$ cat src/tmem_ram.sv
`timescale 1ns / 1ps
`default_nettype none
// ---------------------------------------------------------------------------
// tmem_ram
// Generic single-port-write, single-port-read RAM with registered read.
// ---------------------------------------------------------------------------
module tmem_ram #(
	parameter int WIDTH = 16,
	parameter int DEPTH = 256
) (
	input  wire logic                     clk,
	input  wire logic                     we,
	input  wire logic [$clog2(DEPTH)-1:0] waddr,
	input  wire logic [WIDTH-1:0]         wdata,
	input  wire logic [$clog2(DEPTH)-1:0] raddr,
	output logic      [WIDTH-1:0]         rdata
);
	logic [WIDTH-1:0] mem [DEPTH];

	always_ff @(posedge clk) begin
		if (we)
			mem[waddr] <= wdata;
		rdata <= mem[raddr];
	end
endmodule
`default_nettype wire

$ cat config.mk
export PLATFORM = sky130hd
export DESIGN_NAME = tmem_ram
export DESIGN_NICKNAME = d
export VERILOG_FILES = /design/src/tmem_ram.sv
export SDC_FILE = /design/constraint.sdc
export NUM_CORES = 2
export LEC_CHECK = 0
export CORE_AREA = 4 4 599 601
export CTS_CLUSTER_DIAMETER = 80
export DETAILED_ROUTE_END_ITERATION = 12
export DIE_AREA = 0 0 603 605
export DONT_BUFFER_PORTS = 1
export GPL_TIMING_DRIVEN = 0
export PLACE_DENSITY = 0.56
export SLEW_MARGIN = 20
export SYNTH_ARGS = -nofsm -noshare
export SYNTH_HDL_FRONTEND = slang
export SYNTH_SLANG_ARGS = --single-unit
export TNS_END_PERCENT = 30
$ cat constraint.sdc
create_clock -name clk -period 4.3 [get_ports clk]
set_input_delay 1.075 -clock clk [delete_from_list [all_inputs] [get_ports clk]]
set_output_delay 1.075 -clock clk [all_outputs]
set_load 0.005 [all_outputs]
==> results.cfg <==
[status]
status = finished with violations
failed_checks = setup timing

[timing]
skew_ps = 62.59
setup-violations-final = 16
timing.final.crit_share_pct = 106.9
finalCriticalPeriod_ps = 4595
final_max_slew_viol_count = 0
hold_violations = 0
grt_setup_unrepaired = true
tightest_slew_ps = 1381
achievable-frequency_ghz = 0.2176
timing.final.ws_setup_ps = -295.4
max_slew_margin_pct = 7.934

[logic_synthesis]
synthTopCellsByArea = edfxtp_1, mux4_2, mux2i_1
asr_flop_ratio_synth_pct = 0
most_frequent_cell_after_synthesis = edfxtp_1
syn_nets = 7394
fraction_of_synthesized_cell_area_taken_by_the_top_area_cell_type_pct = 77.50
synth_cell_types = 52
synth_enable_flop_cells = 4096
yosysSeqAreaShare_pct = 77.70
mappedNetlistArea_um2 = 158700
syn-mean-instance-area_um2 = 21.56
synth_commonest_cells = edfxtp_1, mux4_2, mux2i_1
dominant_synthesized_flop_cell = edfxtp_1
ys_ff_latch = 4112
netlist.top_cell.by_area = edfxtp_1
synth.yosys.warnings = 0
synth_cells = 7360

[placement]
place.port_buffers = 0
numPlacedInstances = 12260
place_hpwl_um = 329800
gpl.final_weighted_congestion = 0.9963

[worst_hold_path]
hold_path.startpoint = wdata[3]
min_to = mem[110][3]$_DFFE_PP_
holdPathStages = 0
min-delay-path-class = in -> reg

[cells_and_area]
share_of_cells_above_drive_strength_1_pct = 27.26
syn_to_final_growth_pct = 14.95
fin_nets = 7986
sequential_cell_area_um2 = 123300
fillCellCount = 27540
multi_input_area_um2 = 34440
final_cell_count_no_fill = 13050

[grt]
grt_first_pass_wirelength_um = 685500
first_global_vias = 80500
grt_start_max_net_pins = 257
overflow_left_after_global_routing = 0
grt_util_all_layers_pct = 27.47
antenna_found_initial = 42

[worst_setup_path]
worst-endpoint-required_ps = 5110
crit-reg2reg-capture = rdata[6]$_DFF_P_
setup.worst_path.end_class = flop
timing.critical_path.slowest_stage_cell = buf_1
critPathMaxStageDelay_ps = 770
cp_cell_sequence = buf_2 -> or2_1 -> buf_2 -> buf_2 -> buf_1 -> clkdlybuf4s15_2 -> o221ai_1 -> o22ai_1 -> nor3_1 -> nor3_2 -> nor4_2
worst-endpoint-arrival_ps = 5400
startpoint = raddr[2]
crit_path_category = in -> reg
critical_path.most_common_cell = buf_2
cp-start-kind = input port
reg2reg_from = mem[55][6]$_DFFE_PP_
reg2regPathDepth = 5
critical_path_fanout_max = 10
regToRegSetupSlack_ps = 1170
path_delay_family = buffers and inverters
critPathBufInv = 5
worstSetupPathDepth = 11

[floorplan]
row_count = 218
num_io_pins = 50
coreArea_um2 = 352700
initial_core_util_pct = 45.00
fp.dieH_um = 605
design.die.area_um2 = 364800
die_width_um = 603

[drt]
drcViolationCount = 0
drtIter0Drc = 13830
detailroute.via_count = 82920
detail_routed_net_length_per_standard_cell_um = 38.96
avgViaCountPerCell = 6.354
detailedRoute.firstPassIterationCount = 6
postRouteAntennaNets = 0
finalWirelength_um = 508300

[cts]
clockRootBuffer = clkbuf_16
ctsHtreeMaxLevel = 5
cts_max_path_buffers = 4
clock_sinks = 4112
clkSlewWorstSetupHoldPaths_ps = 60
cts_inserted_buffers = 426
tritoncts = done
clk-insertion-delay-late_ps = 1010

[power]
static-leakage-power_nw = 57.06
p_total_mw = 84.87
vdd_drop_max_uv = 359.6
power.density_nw_per_um2 = 465.2

[flow_run]
max_cap_violations = 0
[kinds of logic (layout without fill, tap and decap cells)]
family          Yosys count  count (layout)  share of synthesized area [%]
other cells               0              20                              0
compound gates          786             786                          3.537
buf+inv                 456            1395                          1.693
mux                    1450            1450                          15.50
flops                  4112            4112                          77.70
simple gates            556             556                          1.574
[sequential cells by signal, summed over array words and instances (netlist names)]
signal,count
mem,4096
rdata,16
[final cells by class]
type	instances	share of cell area (%)
flip-flops and latches	4112	67.59
clock buffers	527	6.195
multi-input cells	2792	18.87
clock inverters	248	1.285
inverters	4	0.01029
plain buffers	450	1.569
repair buffers	166	1.203
well taps	4730	3.244
diodes	20	0.02743
[repair_timing]
action                                  4_1_cts  5_1_grt
resized for setup                            93       33
cloned                                        0        0
hold buffers                                  0        0
pin swaps                                     0        0
setup buffers                                 0        0
endpoints found under the setup margin       16       15
[worst reg2reg max path: stages, from the launching register on]
cell and delay, ps:
edfxtp_1 360, mux4_2 510, mux4_2 540, a22o_1 450, o32ai_2 840, nor4_2 250
[per-layer routing]
layer / vias up / global-route usage, % / routed length, um
met5: - / 0 / 20
met4: 4 / 10.63 / 23120
met3: 888 / 8.624 / 60550
met2: 4885 / 40.58 / 225000
met1: 44580 / 38.34 / 199600
li1: 32560 / - / -
[layout by cell type, fill, tap and decap left out, types with 28 or more instances in the layout]
cell / n
nor2_4: 106
edfxtp_1: 4096
nor2_1: 48
o21ai_0: 28
buf_2: 75
clkbuf_1: 241
nor3_1: 76
nor2_2: 150
mux4_2: 797
a22oi_1: 41
mux2_2: 88
nand3_1: 34
buf_8: 53
clkinv_1: 98
clkinv_2: 73
buf_4: 33
clkbuf_2: 51
o221ai_1: 250
clkbuf_16: 437
o22ai_1: 148
a22o_1: 32
bufinv_16: 38
mux2i_1: 565
a21oi_1: 169
buf_6: 184
nand2_1: 38
[report_power, final]
part / switching, mW / internal [mW] / total (mW)
Sequential: 0.0360 / 44.2 / 44.2
Combinational: 2.76 / 1.41 / 4.17
Clock: 15.6 / 20.9 / 36.5
[worst max-delay path by stage]
stage	end	slack [ps]
detailed placement	rdata[2]$_DFF_P_	-2190
global placement	rdata[6]$_DFF_P_	-3240
CTS	rdata[14]$_DFF_P_	-20
floorplan	mem[235][0]$_DFFE_PP_	1060
finish	rdata[7]$_DFF_P_	-300
global route	rdata[5]$_DFF_P_	-170
[metrics by stage]
stage	setup WS, ps	util (%)	area [um^2]	TNS, ps	hold slack, ps
floorplan	1060	-	158700	0	853.8
global placement	-3236	46.68	164600	-3917470	1119
detailed placement	-2190	47.71	168300	-105180	1143
CTS	-19.82	51.69	182300	-72.40	187.7
global route	-170.8	51.72	182400	-434.7	199.7
finish	-295.4	51.73	182400	-2979	231.0
No activity file was read; power rests on OpenSTA's default activity.
