## src/tmem_div.sv

```systemverilog
`timescale 1ns / 1ps
`default_nettype none
// ---------------------------------------------------------------------------
// tmem_div
// Restoring divider, one quotient bit per cycle. 48-bit dividend,
// DEN_W-bit divisor, 48-bit quotient; the caller checks the upper bits.
// ---------------------------------------------------------------------------
module tmem_div #(
	parameter int DEN_W = 35
) (
	input  wire logic             clk,
	input  wire logic             arst_n,
	input  wire logic             start,
	input  wire logic [47:0]      dividend,
	input  wire logic [DEN_W-1:0] divisor,
	output logic                  done,
	output logic      [47:0]      quotient
);
	logic [47:0]      quo_q;
	logic [DEN_W-1:0] rem_q;
	logic [DEN_W-1:0] den_q;
	logic [5:0]       cnt_q;
	logic             busy_q;
	logic [DEN_W+1:0] trial;
	logic [DEN_W:0]   shifted;

	assign shifted  = {rem_q, quo_q[47]};
	assign trial    = {1'b0, shifted} - {2'b00, den_q};
	assign quotient = quo_q;

	always_ff @(posedge clk or negedge arst_n) begin
		if (!arst_n) begin
			busy_q <= 1'b0;
			done   <= 1'b0;
			cnt_q  <= '0;
		end else begin
			done <= 1'b0;
			if (start) begin
				busy_q <= 1'b1;
				cnt_q  <= 6'd0;
				quo_q  <= dividend;
				rem_q  <= '0;
				den_q  <= divisor;
			end else if (busy_q) begin
				if (!trial[DEN_W+1]) begin
					rem_q <= trial[DEN_W-1:0];
					quo_q <= {quo_q[46:0], 1'b1};
				end else begin
					rem_q <= shifted[DEN_W-1:0];
					quo_q <= {quo_q[46:0], 1'b0};
				end
				cnt_q <= cnt_q + 6'd1;
				if (cnt_q == 6'd47) begin
					busy_q <= 1'b0;
					done   <= 1'b1;
				end
			end
		end
	end
endmodule
`default_nettype wire

```

## config.mk

```make
export PLATFORM = sky130hd
export DESIGN_NAME = tmem_div
export DESIGN_NICKNAME = d
export VERILOG_FILES = /design/src/tmem_div.sv
export SDC_FILE = /design/constraint.sdc
export NUM_CORES = 1
export LEC_CHECK = 0
export ABC_AREA = 0
export BUFFER_PORTS_ARGS = -buffer_cell sky130_fd_sc_hd__buf_2
export CAP_MARGIN = 10
export CORE_ASPECT_RATIO = 1.75
export CORE_UTILIZATION = 30
export DETAILED_ROUTE_END_ITERATION = 7
export GPL_ROUTABILITY_DRIVEN = 0
export GPL_TIMING_DRIVEN = 1
export REMOVE_ABC_BUFFERS = 1
export SLEW_MARGIN = 20
export SYNTH_ARGS = -nofsm -noshare
export SYNTH_HDL_FRONTEND = slang
export SYNTH_SLANG_ARGS = --single-unit
```

## constraint.sdc

```tcl
create_clock -name clk -period 3.3 [get_ports clk]
set_input_delay 0.66 -clock clk [delete_from_list [all_inputs] [get_ports clk]]
set_output_delay 0.66 -clock clk [all_outputs]
set_load 0.02 [all_outputs]
```

==> run_results.csv <==
group,metric,value,unit
routing,drt_iter0_markers,218,
run_status,status,"complete, no violations",
clock_tree,h-tree-depth,4,
clock_tree,cts.repair.resized,1,
timing,fin_ws,0.139,ns
placement,dpl_cell_area,0.00858,mm^2
power,p_sw,0.00184,W
floorplan,die_x,121,um
placement,pre_cts_slack,0.00716,ns
logic_synthesis,netlist_instances,663,
timing,final-hold-violation-count,0,
floorplan,die_h,211,um
hold_path,worstHoldPathType,"primary input to async pin",
logic_synthesis,netlist_area,0.00750,mm^2
cells_and_area,nets,925,
clock_tree,cts_made_buffers,17,
clock_tree,postCtsSetupBuffers,0,
setup_path,arrival,3.44,ns
routing,routed_wl,18.3,mm
timing,worstMarginPinSlew,0.844,ns
cells_and_area,area_delta_synth_final,22.7,%
logic_synthesis,synth_edf_count,118,
routing,wl_per_cell,16.3,um
routing,first_pass_iters,4,
clock_tree,clkLatencyLatePin,0.43,ns
global_route,grt_pass1_wl,29.4,mm
routing,viasPerCell,4.94,
logic_synthesis,synth_top_area_share,47.3,%
global_route,track_usage,15.3,%
placement,port_buffers,134,
timing,fin_crit,3.16,ns
setup_path,cp-start-kind,"register",
floorplan,io_pins,135,
logic_synthesis,avgSynthCellArea,11.3,um^2
floorplan,rows,76,
clock_tree,clkSinkCount,126,
cells_and_area,final_util,37.5,%
clock_tree,cts_hold_buf,0,
logic_synthesis,synth_top_flop_cell,"edfxtp_1",
power,vdd_ir_drop_max,390,uV
power,sw_frac_of_total,31.7,%
placement,dp_hpwl,13.6,mm
power,intPower,0.00396,W
global_route,antenna_found_initial,0,
clock_tree,clockBufferDepth,2,
cells_and_area,area.sequential,0.00374,mm^2
logic_synthesis,synth_area_leader_cell,"edfxtp_1",
global_route,overflow,0,
power,p_leak,3.81,nW
timing,setup_viol,0,
setup_path,worstPathCellList,"ha_1, nor2b_1, o31ai_1, a211oi_2, a311o_1, a21oi_1, buf_4, o21ai_0, nand4_1, mux2_2, a31oi_1",
setup_path,r2r_end,"rem_q[29]",
setup_path,cp_num_cells,11,
cells_and_area,nFillCells,2495,
clock_tree,clk_pin_slew,0.06,ns
power,pwr-share-comb,30.5,%
setup_path,crit_type,"register to register",
timing,rsz0062_at_grt,"no",
routing,postRouteAntennaNets,0,
logic_synthesis,yosysWarnings,0,
power,powerDensity,630,mW/mm^2
setup_path,slowest_delay,0.44,ns
timing,finalClockSkew,0.00910,ns
floorplan,coreArea,0.0245,mm^2
logic_synthesis,ys_types,56,
setup_path,crit_slowest_cell,"edfxtp_1",
cells_and_area,fin_area,0.00920,mm^2
timing,fin_crit_sh,95.8,%
timing,fmax,316,MHz
power,pwr-share-seq,35.7,%
floorplan,initial_core_util,30.6,%
routing,via_count,5575,
power,total_power,0.00579,W
routing,drc,0,
logic_synthesis,synth-seq-cells,126,
setup_path,r2r_cells,11,
cells_and_area,final_common_cell,"buf_2",
global_route,grt_max_degree,77,
setup_path,crit_fanout,4,
timing,slew_viol_final,0,
cells_and_area,multi_input_area,0.00340,mm^2
cells_and_area,final_cell_mix,"133 x buf_2, 118 x edfxtp_1, 60 x nor2_1",
logic_synthesis,seq_area_frac_synth,49.9,%
clock_tree,cts-root-buf,"clkbuf_16",
floorplan,dieArea,0.0256,mm^2
setup_path,end_kind,"register",
setup_path,critical_path.top_delay_family,"compound AO/OA/AOI/OAI gates",
clock_tree,cts_tree,"built",
setup_path,crit_path_start,"rem_q[0]",
setup_path,crit_end,"rem_q[29]",
run,max_cap_viol_count,0,
setup_path,required,3.58,ns
logic_synthesis,async_flop_share,6.35,%
setup_path,r2r_setup_slack,0.14,ns
setup_path,crit_buf_inv,1,
timing,slew_headroom,43.7,%
global_route,grt_pass1_vias,5891,
logic_synthesis,synth.area.top_cells,"edfxtp_1 47%, mux2_2 7.5%, ha_1 6.0%, mux2i_1 3.5%, nor2_1 3.0%",
setup_path,rr_startpoint,"rem_q[0]",
cells_and_area,drive_gt1_share,32.1,%
power,pwr-share-clk,33.8,%
==> logic make-up after synthesis <==
kind of cell	count (synthesis)	share of synthesized area, %
buffers and inverters	82	4.94
adders and majority gates	37	6.28
DFF	126	49.9
muxes	78	11.3
xor gates and xnor gates	31	3.62
AOI/OAI and AO/OA	160	14.9
and+or+nand+nor	149	9.01
==> worst reg2reg max path: stages, from the launching register on <==
cell and delay, ns:
edfxtp_1 0.44, ha_1 0.31, nor2b_1 0.15, o31ai_1 0.38, a211oi_2 0.19, a311o_1 0.42
a21oi_1 0.20, buf_4 0.17, o21ai_0 0.12, nand4_1 0.13, mux2_2 0.34, a31oi_1 0.15
==> area by class of cell <==
type                    count  area share [%]
inverters                  42            1.71
well taps                 312            4.24
clock inverters            15            2.03
repair buffers            160            9.71
flip-flops and latches    126            40.7
clock buffers              17            4.62
multi-input cells         455            36.9
diodes                      1          0.0272
==> worst min-delay path by stage <==
stage	slack, ns	end	startpoint
final	0.08	cnt_q[2]	arst_n
after global routing	0.05	cnt_q[2]	arst_n
after CTS	0.06	cnt_q[2]	arst_n
after floorplan	0.36	busy_q	arst_n
after detailed placement	0.53	cnt_q[2]	arst_n
after global placement	0.53	cnt_q[2]	arst_n
==> Yosys cell counts (7+ instances only) <==
master,number
o21ai_0,23
a21oi_1,33
mux2i_1,26
a21o_1,11
a31oi_1,10
a211oi_2,9
clkbuf_1,30
nor2_1,60
nand2_1,39
xnor2_1,15
o21a_1,8
xor2_1,16
dfrtp_1,8
nand4_1,10
mux2_2,50
ha_1,36
nand3_1,7
a211oi_1,28
edfxtp_1,118
inv_1,42
==> power groups by stage <==
stage	clock, W	combinational (W)	sequential, W
finish	0.00196	0.00177	0.00207
global route	0.00207	0.00194	0.00209
CTS	0.00201	0.00177	0.00207
detailed placement	0	0.00176	0.00210
global placement	0	0.00174	0.00210
floorplan	0	0.00120	0.00213
==> registers in the layout, summed over array words and instances (netlist names) <==
register	count
busy_q	1
done	1
rem_q	35
den_q	35
cnt_q	6
quotient	48
==> per-layer routing <==
layer | up-vias | part of all wire [%] | global-route usage, %
li1 | 2743 | - | -
met3 | 39 | 5.6 | 4.81
met2 | 167 | 54 | 28.7
met4 | 0 | 3.5 | 8.39
met5 | - | 0 | 0
met1 | 2626 | 36 | 14.4
==> stage by stage <==
step | hold WS [ns] | setup TNS [ns] | cells
after floorplan | 0.364 | -72.98 | 623
after global placement | 0.529 | 0 | 1095
after detailed placement | 0.528 | 0 | 1095
after CTS | 0.0573 | 0 | 1127
after global routing | 0.0547 | 0 | 1127
final | 0.0789 | 0 | 1128
Note: power is estimated with default switching activity, not from simulation.
